**config.mk**
```make
export PLATFORM = sky130hd
export DESIGN_NAME = rps_front
export DESIGN_NICKNAME = d
export VERILOG_FILES = /design/src/rtl/core/rps_pkg.sv /design/src/rtl/core/rps_front.sv
export SDC_FILE = /design/constraint.sdc
export NUM_CORES = 2
export LEC_CHECK = 0
export BUFFER_PORTS_ARGS = -buffer_cell sky130_fd_sc_hd__buf_2
export CORE_UTILIZATION = 50
export CTS_BUF_LIST = sky130_fd_sc_hd__clkbuf_8 sky130_fd_sc_hd__clkbuf_16
export DETAILED_ROUTE_END_ITERATION = 12
export GPL_ROUTABILITY_DRIVEN = 0
export GPL_TIMING_DRIVEN = 0
export PLACE_DENSITY_LB_ADDON = 0.08
export SKIP_LAST_GASP = 1
export SLEW_MARGIN = 5
export SYNTH_ARGS = -nofsm -noshare
export SYNTH_HDL_FRONTEND = slang
export SYNTH_MEMORY_MAX_BITS = 65536
export SYNTH_SLANG_ARGS = --single-unit
export TNS_END_PERCENT = 5
```
**constraint.sdc**
```tcl
create_clock -name clk -period 4.9 [get_ports clk]
set_input_delay 0.245 -clock clk [delete_from_list [all_inputs] [get_ports clk]]
set_output_delay 0.245 -clock clk [all_outputs]
set_load 0.005 [all_outputs]
```
**src/rtl/core/rps_pkg.sv**
```systemverilog
package rps_pkg;

    // Image geometry
    localparam int IMAGE_WIDTH  = 32;
    localparam int IMAGE_HEIGHT = 32;
    localparam int COORD_W      = 5;
    localparam int COORD_N      = 1 << COORD_W;
    localparam int NCH          = 3;

    // Number formats
    localparam int QW         = 24;
    localparam int FRAC_W     = 20;
    localparam int RAD_W      = 40;
    localparam int ROOT_W     = 20;
    localparam int DIV_W      = 21;
    localparam int SQRT_STEPS = RAD_W / 2;
    localparam int GLOW_STEPS = 8;
    localparam int GLOW_REM_W = 22;
    localparam int GLOW_CMP_W = ROOT_W + GLOW_STEPS;

    typedef logic signed [QW-1:0] q_t;
    typedef logic [15:0]          phase_t;
    typedef logic [RAD_W-1:0]     rad_t;
    typedef logic [ROOT_W-1:0]    root_t;
    typedef logic signed [21:0]   sine_t;
    typedef logic [21:0]          scale_t;
    typedef logic [DIV_W-1:0]     quo_t;
    typedef logic [7:0]           chan_t;

    localparam longint Q_HALF_L = 524288;
    localparam longint Q_MAX_L  = 8388607;
    localparam longint Q_MIN_L  = -8388608;

    localparam logic [31:0] TIME_STEP   = 32'd68356528;
    localparam logic [31:0] TIME_ROUND  = 32'h0000_8000;
    localparam phase_t      CHAN_STEP   = 16'd730;
    localparam logic [12:0] RIPPLE_FREQ = 13'd5867;
    localparam root_t       DIST_EPS    = 20'd105;
    localparam int          GLOW_NUM_I  = 2673869;
    localparam logic [GLOW_REM_W-1:0] GLOW_NUM = GLOW_REM_W'(GLOW_NUM_I);
    // largest distance for which the quotient exceeds the 8-bit channel range
    localparam root_t GLOW_SAT_D = ROOT_W'(GLOW_NUM_I / (1 << GLOW_STEPS));
    localparam chan_t CHAN_MAX   = 8'd255;

    localparam logic [20:0] QSINE [17] = '{
        21'd0,      21'd102778, 21'd204567, 21'd304386, 21'd401273, 21'd494295,
        21'd582558, 21'd665210, 21'd741455, 21'd810560, 21'd871859, 21'd924762,
        21'd968758, 21'd1003425, 21'd1028428, 21'd1043526, 21'd1048576
    };

    typedef struct packed {
        q_t                  uvx;
        q_t                  uvy;
        q_t                  px;
        q_t                  py;
        root_t               l;
        phase_t [NCH-1:0]    z;
    } pix_t;

    typedef struct packed {
        q_t [NCH-1:0] ux;
        q_t [NCH-1:0] uy;
    } warp_t;

    typedef struct packed {
        rad_t rem;
        rad_t root;
    } sqrt_t;

    typedef struct packed {
        rad_t rem;
        quo_t quo;
    } div_t;

    typedef struct packed {
        logic [GLOW_REM_W-1:0] rem;
        logic [GLOW_STEPS-1:0] quo;
    } gdiv_t;

    typedef q_t   q_tab_t [COORD_N];
    typedef rad_t sq_tab_t [COORD_N];

    function automatic q_t sat_q(input longint v);
        q_t r;
        if (v > Q_MAX_L)
            r = q_t'(Q_MAX_L);
        else if (v < Q_MIN_L)
            r = q_t'(Q_MIN_L);
        else
            r = q_t'(v);
        return r;
    endfunction

    function automatic q_tab_t build_uv_x();
        q_tab_t t;
        for (int i = 0; i < COORD_N; i++)
            t[i] = sat_q((longint'(i) <<< FRAC_W) / (IMAGE_WIDTH - 1));
        return t;
    endfunction

    function automatic q_tab_t build_uv_y();
        q_tab_t t;
        for (int i = 0; i < COORD_N; i++)
            t[i] = sat_q((longint'(i) <<< FRAC_W) / (IMAGE_HEIGHT - 1));
        return t;
    endfunction

    function automatic q_tab_t build_p_x(input q_tab_t uv);
        q_tab_t t;
        for (int i = 0; i < COORD_N; i++)
            t[i] = sat_q(((longint'(uv[i]) - Q_HALF_L) * IMAGE_WIDTH) / IMAGE_HEIGHT);
        return t;
    endfunction

    function automatic q_tab_t build_p_y(input q_tab_t uv);
        q_tab_t t;
        for (int i = 0; i < COORD_N; i++)
            t[i] = sat_q(longint'(uv[i]) - Q_HALF_L);
        return t;
    endfunction

    function automatic sq_tab_t build_sq(input q_tab_t p);
        sq_tab_t t;
        for (int i = 0; i < COORD_N; i++)
            t[i] = rad_t'(longint'(p[i]) * longint'(p[i]));
        return t;
    endfunction

    localparam q_tab_t  UV_X  = build_uv_x();
    localparam q_tab_t  UV_Y  = build_uv_y();
    localparam q_tab_t  P_X   = build_p_x(UV_X);
    localparam q_tab_t  P_Y   = build_p_y(UV_Y);
    localparam sq_tab_t PX_SQ = build_sq(P_X);
    localparam sq_tab_t PY_SQ = build_sq(P_Y);

    // quarter-wave sine, Q20, linear interpolation over 10 fraction bits
    function automatic sine_t sine_q(input phase_t ph);
        logic [1:0]  quad;
        logic [14:0] pos;
        logic [4:0]  idx;
        logic [9:0]  frac;
        logic [20:0] diff;
        logic [30:0] prod;
        logic [20:0] mag;
        quad = ph[15:14];
        pos  = {1'b0, ph[13:0]};
        if (quad[0])
            pos = 15'h4000 - pos;
        idx  = pos[14:10];
        frac = pos[9:0];
        if (idx >= 5'd16)
        begin
            mag = QSINE[16];
        end
        else
        begin
            diff = QSINE[idx + 5'd1] - QSINE[idx];
            prod = 31'(diff) * 31'(frac);
            mag  = QSINE[idx] + prod[30:10];
        end
        return quad[1] ? -$signed({1'b0, mag}) : $signed({1'b0, mag});
    endfunction

    // one digit of the square-root recurrence
    function automatic sqrt_t sqrt_step(input sqrt_t s, input int step);
        logic [RAD_W:0] trial;
        rad_t           bit_w;
        sqrt_t          n;
        bit_w = rad_t'(1) << (RAD_W - 2 - 2 * step);
        trial = {1'b0, s.root} + {1'b0, bit_w};
        if ({1'b0, s.rem} >= trial)
        begin
            n.rem  = s.rem - trial[RAD_W-1:0];
            n.root = (s.root >> 1) + bit_w;
        end
        else
        begin
            n.rem  = s.rem;
            n.root = s.root >> 1;
        end
        return n;
    endfunction

    // one quotient bit of restoring division
    function automatic div_t div_step(input div_t s, input root_t den, input int step);
        rad_t den_sh;
        div_t n;
        den_sh = rad_t'(den) << (DIV_W - 1 - step);
        n      = s;
        if (s.rem >= den_sh)
        begin
            n.rem                  = s.rem - den_sh;
            n.quo[DIV_W-1-step]    = 1'b1;
        end
        return n;
    endfunction

    function automatic gdiv_t glow_step(input gdiv_t s, input root_t den, input int step);
        logic [GLOW_CMP_W-1:0] den_sh;
        logic [GLOW_CMP_W-1:0] rem_w;
        gdiv_t                 n;
        den_sh = GLOW_CMP_W'(den) << (GLOW_STEPS - 1 - step);
        rem_w  = GLOW_CMP_W'(s.rem);
        n      = s;
        if (rem_w >= den_sh)
        begin
            n.rem                     = GLOW_REM_W'(rem_w - den_sh);
            n.quo[GLOW_STEPS-1-step]  = 1'b1;
        end
        return n;
    endfunction

    function automatic q_t sat_add(input q_t base, input logic [22:0] mag, input logic neg);
        logic signed [25:0] s;
        q_t                 r;
        s = neg ? 26'(base) - $signed({3'b000, mag}) : 26'(base) + $signed({3'b000, mag});
        if (s > 26'sd8388607)
            r = q_t'(Q_MAX_L);
        else if (s < -26'sd8388608)
            r = q_t'(Q_MIN_L);
        else
            r = s[QW-1:0];
        return r;
    endfunction

endpackage

```
**src/rtl/core/rps_front.sv**
```systemverilog
module rps_front
(
    input  logic                        clk,
    input  logic                        rst_n,
    input  logic                        en,
    input  logic                        in_valid,
    input  logic [rps_pkg::COORD_W-1:0] column,
    input  logic [rps_pkg::COORD_W-1:0] row,
    input  logic [15:0]                 frame_number,
    output logic                        out_valid,
    output rps_pkg::pix_t               pix
);
    import rps_pkg::*;

    logic                  v0_reg;
    q_t                    uvx0_reg;
    q_t                    uvy0_reg;
    q_t                    px0_reg;
    q_t                    py0_reg;
    rad_t                  rad0_reg;
    logic [31:0]           tprod0_reg;
    logic [SQRT_STEPS-1:0] vld_reg;
    sqrt_t                 sq_reg [SQRT_STEPS];
    pix_t                  side_reg [SQRT_STEPS];
    pix_t                  side0;
    sqrt_t                 sq0;
    phase_t                tph;

    always_comb
    begin
        tph       = phase_t'((tprod0_reg + TIME_ROUND) >> 16);
        side0.uvx = uvx0_reg;
        side0.uvy = uvy0_reg;
        side0.px  = px0_reg;
        side0.py  = py0_reg;
        side0.l   = '0;
        for (int k = 0; k < NCH; k++)
            side0.z[k] = tph + phase_t'(int'(CHAN_STEP) * (k + 1));
        sq0.rem  = rad0_reg;
        sq0.root = '0;
    end

    always_ff @(posedge clk or negedge rst_n)
    begin
        if (!rst_n)
        begin
            v0_reg  <= 1'b0;
            vld_reg <= '0;
        end
        else if (en)
        begin
            v0_reg  <= in_valid;
            vld_reg <= {vld_reg[SQRT_STEPS-2:0], v0_reg};
        end
    end

    always_ff @(posedge clk)
    begin
        if (en)
        begin
            uvx0_reg    <= UV_X[column];
            uvy0_reg    <= UV_Y[row];
            px0_reg     <= P_X[column];
            py0_reg     <= P_Y[row];
            rad0_reg    <= PX_SQ[column] + PY_SQ[row];
            tprod0_reg  <= TIME_STEP * {16'd0, frame_number};
            sq_reg[0]   <= sqrt_step(sq0, 0);
            side_reg[0] <= side0;
            for (int i = 1; i < SQRT_STEPS; i++)
            begin
                sq_reg[i]   <= sqrt_step(sq_reg[i-1], i);
                side_reg[i] <= side_reg[i-1];
            end
        end
    end

    always_comb
    begin
        pix       = side_reg[SQRT_STEPS-1];
        pix.l     = sq_reg[SQRT_STEPS-1].root[ROOT_W-1:0];
        out_valid = vld_reg[SQRT_STEPS-1];
    end

endmodule

```
=== Word-level counts from Yosys, hierarchy flattened ===
Memory sizes are Yosys's and may differ from the RTL's. A register that Yosys moved wholly into a read port is not among the register bits.
Index checks and enable logic that the tools add are counted.

* $add $sub $neg: 63
* Multiply operators: 1
* Magnitude comparators: 22
* Mux-type cells: 46
* Bitwise logic cells: 2

{| class="wikitable"
|+ Operators with widths
! kind !! number
|-
| 80-bit two-way mux || 40
|-
| 40-bit by 41-bit greater-or-equal comparator with 1-bit output || 19
|-
| 40-bit subtractor || 19
|-
| 40-bit two-way mux || 4
|-
| 40-bit by 1-bit adder with 41-bit output, second input constant || 1
|-
| 40-bit by 11-bit adder with 41-bit output, second input constant || 1
|-
| 40-bit by 13-bit adder with 41-bit output, second input constant || 1
|-
| 40-bit by 15-bit adder with 41-bit output, second input constant || 1
|-
| 40-bit by 17-bit adder with 41-bit output, second input constant || 1
|-
| 40-bit by 19-bit adder with 41-bit output, second input constant || 1
|-
| 40-bit by 21-bit adder with 41-bit output, second input constant || 1
|-
| 40-bit by 23-bit adder with 41-bit output, second input constant || 1
|-
| 40-bit by 25-bit adder with 41-bit output, second input constant || 1
|-
| 40-bit by 27-bit adder with 41-bit output, second input constant || 1
|-
| 40-bit by 29-bit adder with 41-bit output, second input constant || 1
|-
| 40-bit by 3-bit adder with 41-bit output, second input constant || 1
|-
| 40-bit by 31-bit adder with 41-bit output, second input constant || 1
|-
| 40-bit by 33-bit adder with 41-bit output, second input constant || 1
|-
| 40-bit by 35-bit adder with 41-bit output, second input constant || 1
|-
| 40-bit by 37-bit adder with 41-bit output, second input constant || 1
|-
| 40-bit by 5-bit adder with 41-bit output, second input constant || 1
|-
| 40-bit by 7-bit adder with 41-bit output, second input constant || 1
|-
| 40-bit by 9-bit adder with 41-bit output, second input constant || 1
|-
| 39-bit by 1-bit adder with 40-bit output, second input constant || 1
|-
| other kinds (29) || 32
|}

* Bits in registers: 89
* RAM bits: 4880
* ROM bits: 5632
* Input bits: 30
* Output and inout bits: 165
* Word-level logic and storage cells: 146
* Memories: 8

{| class="wikitable"
|+ Memories
! name !! words !! bits a word !! rd ports !! clocked after memory_dff !! wr ports !! line !! text
|-
| side_reg || 20 || 164 || 20 || 0 || 20 || rps_front.sv:24 || <nowiki>pix_t side_reg [SQRT_STEPS];</nowiki>
|-
| sq_reg || 20 || 80 || 20 || 0 || 20 || rps_front.sv:23 || <nowiki>sqrt_t sq_reg [SQRT_STEPS];</nowiki>
|-
| (no name shown) || 32 || 40 || 1 || 0 || 0 || rps_front.sv:65 || <nowiki>rad0_reg <= PX_SQ[column] + PY_SQ[row];</nowiki>
|-
| (no name shown) || 32 || 40 || 1 || 0 || 0 || rps_front.sv:65 ||
|-
| (no name shown) || 32 || 24 || 1 || 1 || 0 || rps_front.sv:64 || <nowiki>py0_reg <= P_Y[row];</nowiki>
|-
| (no name shown) || 32 || 24 || 1 || 1 || 0 || rps_front.sv:63 || <nowiki>px0_reg <= P_X[column];</nowiki>
|-
| +2 memories || - || - || - || - || - || - ||
|}

=== Longest topological paths before layout ===
* Depth after elaboration: 5
* Depth in mapped cells: 21
* Depth with buffers taken out: 21

=== Worst setup path before layout ===
OpenSTA, ideal clock, no wires.

* Path kind: input port to flip-flop
* Start: input port frame_number[13]
* End: register tprod0_reg[28], data pin
* Library setup time: 0.258 ns
* Arrival: 4.754 ns
* Data required time: 4.642 ns
* Slack: -0.112 ns
* Stages on the path: 20
* Path buffers: 0
* Path through: ha_1 fa_1 inv_1 fa_1 inv_1 fa_1 fa_1 inv_1 fa_1 inv_1 ha_1 a21oi_1 nor2b_1 o21ai_0 nand2b_1 a21oi_1 o21ai_0 a31o_2 a21oi_1 xnor2_1

* Longest elaborated chain between the ends: 1

{| class="wikitable"
|+ RTL lines
! element !! line !! text
|-
| start, declared || rps_front.sv:9 || <nowiki>input logic [15:0] frame_number,</nowiki>
|-
| 23-bit by 16-bit multiplier with 28-bit output || rps_front.sv:66 || <nowiki>tprod0_reg <= TIME_STEP * {16'd0, frame_number};</nowiki>
|-
| end signal, assigned || rps_front.sv:66 ||
|-
| end, declared || rps_front.sv:21 || <nowiki>logic [31:0] tprod0_reg;</nowiki>
|}

Every way passes these cells.
A chain may end at the register's enable or synchronous reset.

=== Final worst setup path ===
* Start: input port frame_number[4]
* End: register tprod0_reg[30], data pin

The elaborated chain is that of the path after synthesis.

==> impl_metrics.tcl <==
set metrics [dict create \
    reg2reg_to "sq_reg[4][237]" \
    worstSkewPairLatency_ps 850 \
    ant_nets 0 \
    antenna_found_initial 1 \
    design_area_mm2 0.107 \
    yosysUniqueCellTypes 91 \
    root_buffer "clkbuf_16" \
    yosys.cell_count.top_type "edfxtp_1" \
    cts_htree_levels 4 \
    dpl_cell_area_mm2 0.100 \
    crit_path_end_kind "flop" \
    grt_max_degree 182 \
    cts_buffer_depth 3 \
    outcome "finished, final reports clean" \
    cts_made_buffers 224 \
    grt_pass1_wl_um 254000 \
    hpwl_um 111000 \
    slew_viol_final 0 \
    cp_max_fo 7 \
    die-area_mm2 0.193 \
    synthTopCellsByCount "edfxtp_1 (2263), ha_1 (411), inv_1 (404)" \
    ff2ff_setup_slack_ps 490 \
    routedWlPerCell_um 17.2 \
    ys.warnings.count 0 \
    worst_pin_slew_ps 1310 \
    synth-seq-cells 2284 \
    fin_crit_ps 4720 \
    fmax_ghz 0.212 \
    worstHoldPathType "in2reg" \
    powerDensity_mw_per_mm2 467 \
    maxCapViolations 0 \
    cp.arrival_ps 5270 \
    total_power_uw 50200 \
    min_to "side_reg[0][19]" \
    p_leak_uw 0.0403 \
    core-area_mm2 0.190 \
    vdd.ir_drop.worst_mv 0.349 \
    synthFlopType "edfxtp_1" \
    gr-total-overflow 0 \
    grt_pass1_vias 49200 \
    initial_core_util_pct 50.3 \
    synth_area_leader_cell "edfxtp_1" \
    ys_async_sr_fraction_pct 0.919 \
    fin_nets 7180 \
    yosysSeqAreaShare_pct 71.7 \
    clock_skew_ps 46.5 \
    synth_area_leaders "edfxtp_1 (71%), ha_1 (5.4%), xnor2_1 (2.1%)" \
    largest_register_ffs 1220 \
    synth_edf_count 2263 \
    wl_um 161000 \
    ios 195 \
    path_clk_slew_ps 60 \
    fp.dieH_um 439 \
    slew_headroom_pct 11.4 \
    die_w_um 439 \
    start_kind "primary input" \
    rows 160 \
    critPathKind "in2reg" \
    min_path_cells 2 \
    syn_area_mm2 0.0955 \
    first_iter_violations 3427 \
    drt_pass1_iterations 9 \
    netlist_instances 6238 \
    hold_viol_final 0 \
    area_growth_pct 12.5 \
    rsz0062_at_grt "true" \
    avgSynthCellArea_um2 15.3 \
    drc 0 \
    min_period_over_period_pct 96.3 \
    drive_gt1_share_pct 11.8 \
    required_ps 5460 \
    setup_violations 0 \
    r2r_cells 13 \
    io_buffers 186 \
    cts.sinks 2284 \
    num_vias 49000 \
    hp-start "en" \
    crit_start "frame_number[4]" \
    r2r_start "sq_reg[4][86]" \
    viasPerCell 5.23 \
    cts_tree "yes" \
    grt_util_all_layers_pct 16.7 \
    synth_largest_type_area_fraction_pct 71.1 \
    tns_ps 0 \
]
-- where the power goes --
group	leakage (uW)	internal, uW	total [uW]	switching (uW)
sequential	0.0222	24500	25500	1020
combinational	0.0144	3410	7960	4550
clock	0.00375	9660	16700	7010
-- cells in the final DEF (no fill, tap or decap), drive strengths merged, types with 16 or more instances in the layout --
cell type	count
nand2b	63
nand3	73
and3	23
nor2	321
nor2b	44
or2	19
a211oi	41
a21boi	16
nand4	59
nor3	119
dfrtp	21
bufinv	25
clkbuf	320
a21oi	302
edfxtp	2263
o211ai	19
fa	65
mux2	75
nand3b	18
ha	411
a31oi	34
inv	455
or3	39
clkinv	107
xor2	178
a21o	102
xnor2	234
o21a	78
o31ai	36
buf	385
mux2i	16
nand2	316
o21ai	220
nor4	118
or4	29
-- cells by family (layout without fill, tap and decap cells) --
group | Yosys count | count (layout) | share of synthesized area, %
compound gates | 970 | 970 | 6.38
xor+xnor | 412 | 412 | 3.78
fa+ha+maj | 476 | 476 | 6.74
buf+inv | 689 | 1300 | 3.37
flops | 2284 | 2284 | 71.7
mux | 94 | 94 | 1.13
other cells | 1 | 8 | 0.00392
simple gates | 1312 | 1312 | 6.92
-- how the worst max path moves through the flow --
stage          slack, ps  depth (start not counted)             end
6_report             180                         19  tprod0_reg[30]
5_1_grt              -70                         19  tprod0_reg[30]
4_1_cts              180                         19  tprod0_reg[30]
3_3_place_gp      -32660                          2     vld_reg[19]
2_1_floorplan          2                         18  tprod0_reg[28]
3_5_place_dp        -710                         19  tprod0_reg[30]
-- routing by layer --
layer	track usage [%]	part of all wire (%)	vias up
li1	-	-	24100
met3	3.11	4.3	497
met5	0	0	-
met1	18.1	38	23200
met4	10.1	5.7	0
met2	30.1	52	1162
-- critical path, cell delays in order --
cell and delay [ps]:
buf_2 180, ha_1 420, fa_1 500, ha_1 310, ha_1 270, inv_1 50, fa_1 500, fa_1 560
inv_1 50, ha_1 290, a211oi_1 230, nor2_1 70, a211o_1 270, a21oi_1 350, o21a_1 320, o211ai_1 170
a31oi_1 230, o21bai_1 100, xor2_1 150
-- timing repair --
| action | CTS | global route |
|---|---|---|
| buffers inserted | 0 | 0 |
| hold buffers | 6 | 0 |
| setup endpoints to repair | 1 | 4 |
| hold endpoints to repair | 150 | 0 |
| resized for setup | 1 | 4 |
-- stage by stage --
| step | setup slack (ps) | util (%) | cells | hold WS [ps] |
|---|---|---|---|---|
| floorplan | 1.94 | - | 6243 | -50.6 |
| global placement | -32660 | 52.5 | 8940 | 211 |
| detailed placement | -714 | 52.7 | 8953 | 224 |
| CTS | 180 | 56.5 | 9365 | 11.3 |
| global route | -72.6 | 56.6 | 9367 | 45.4 |
| finish | 182 | 56.6 | 9367 | 63.6 |
-- final cells by class --
cell class | count | area, um^2
Fill cell | 14800 | 82500
Buffer | 279 | 1680
Multi-Input combinational cell | 3270 | 23900
Tap cell | 2511 | 3140
Clock buffer | 225 | 5630
Timing Repair Buffer | 206 | 1390
Clock inverter | 181 | 1690
Sequential cell | 2284 | 68500
Antenna cell | 2 | 5.00
Inverter | 409 | 1540
Power figures use the tool's default switching activity.
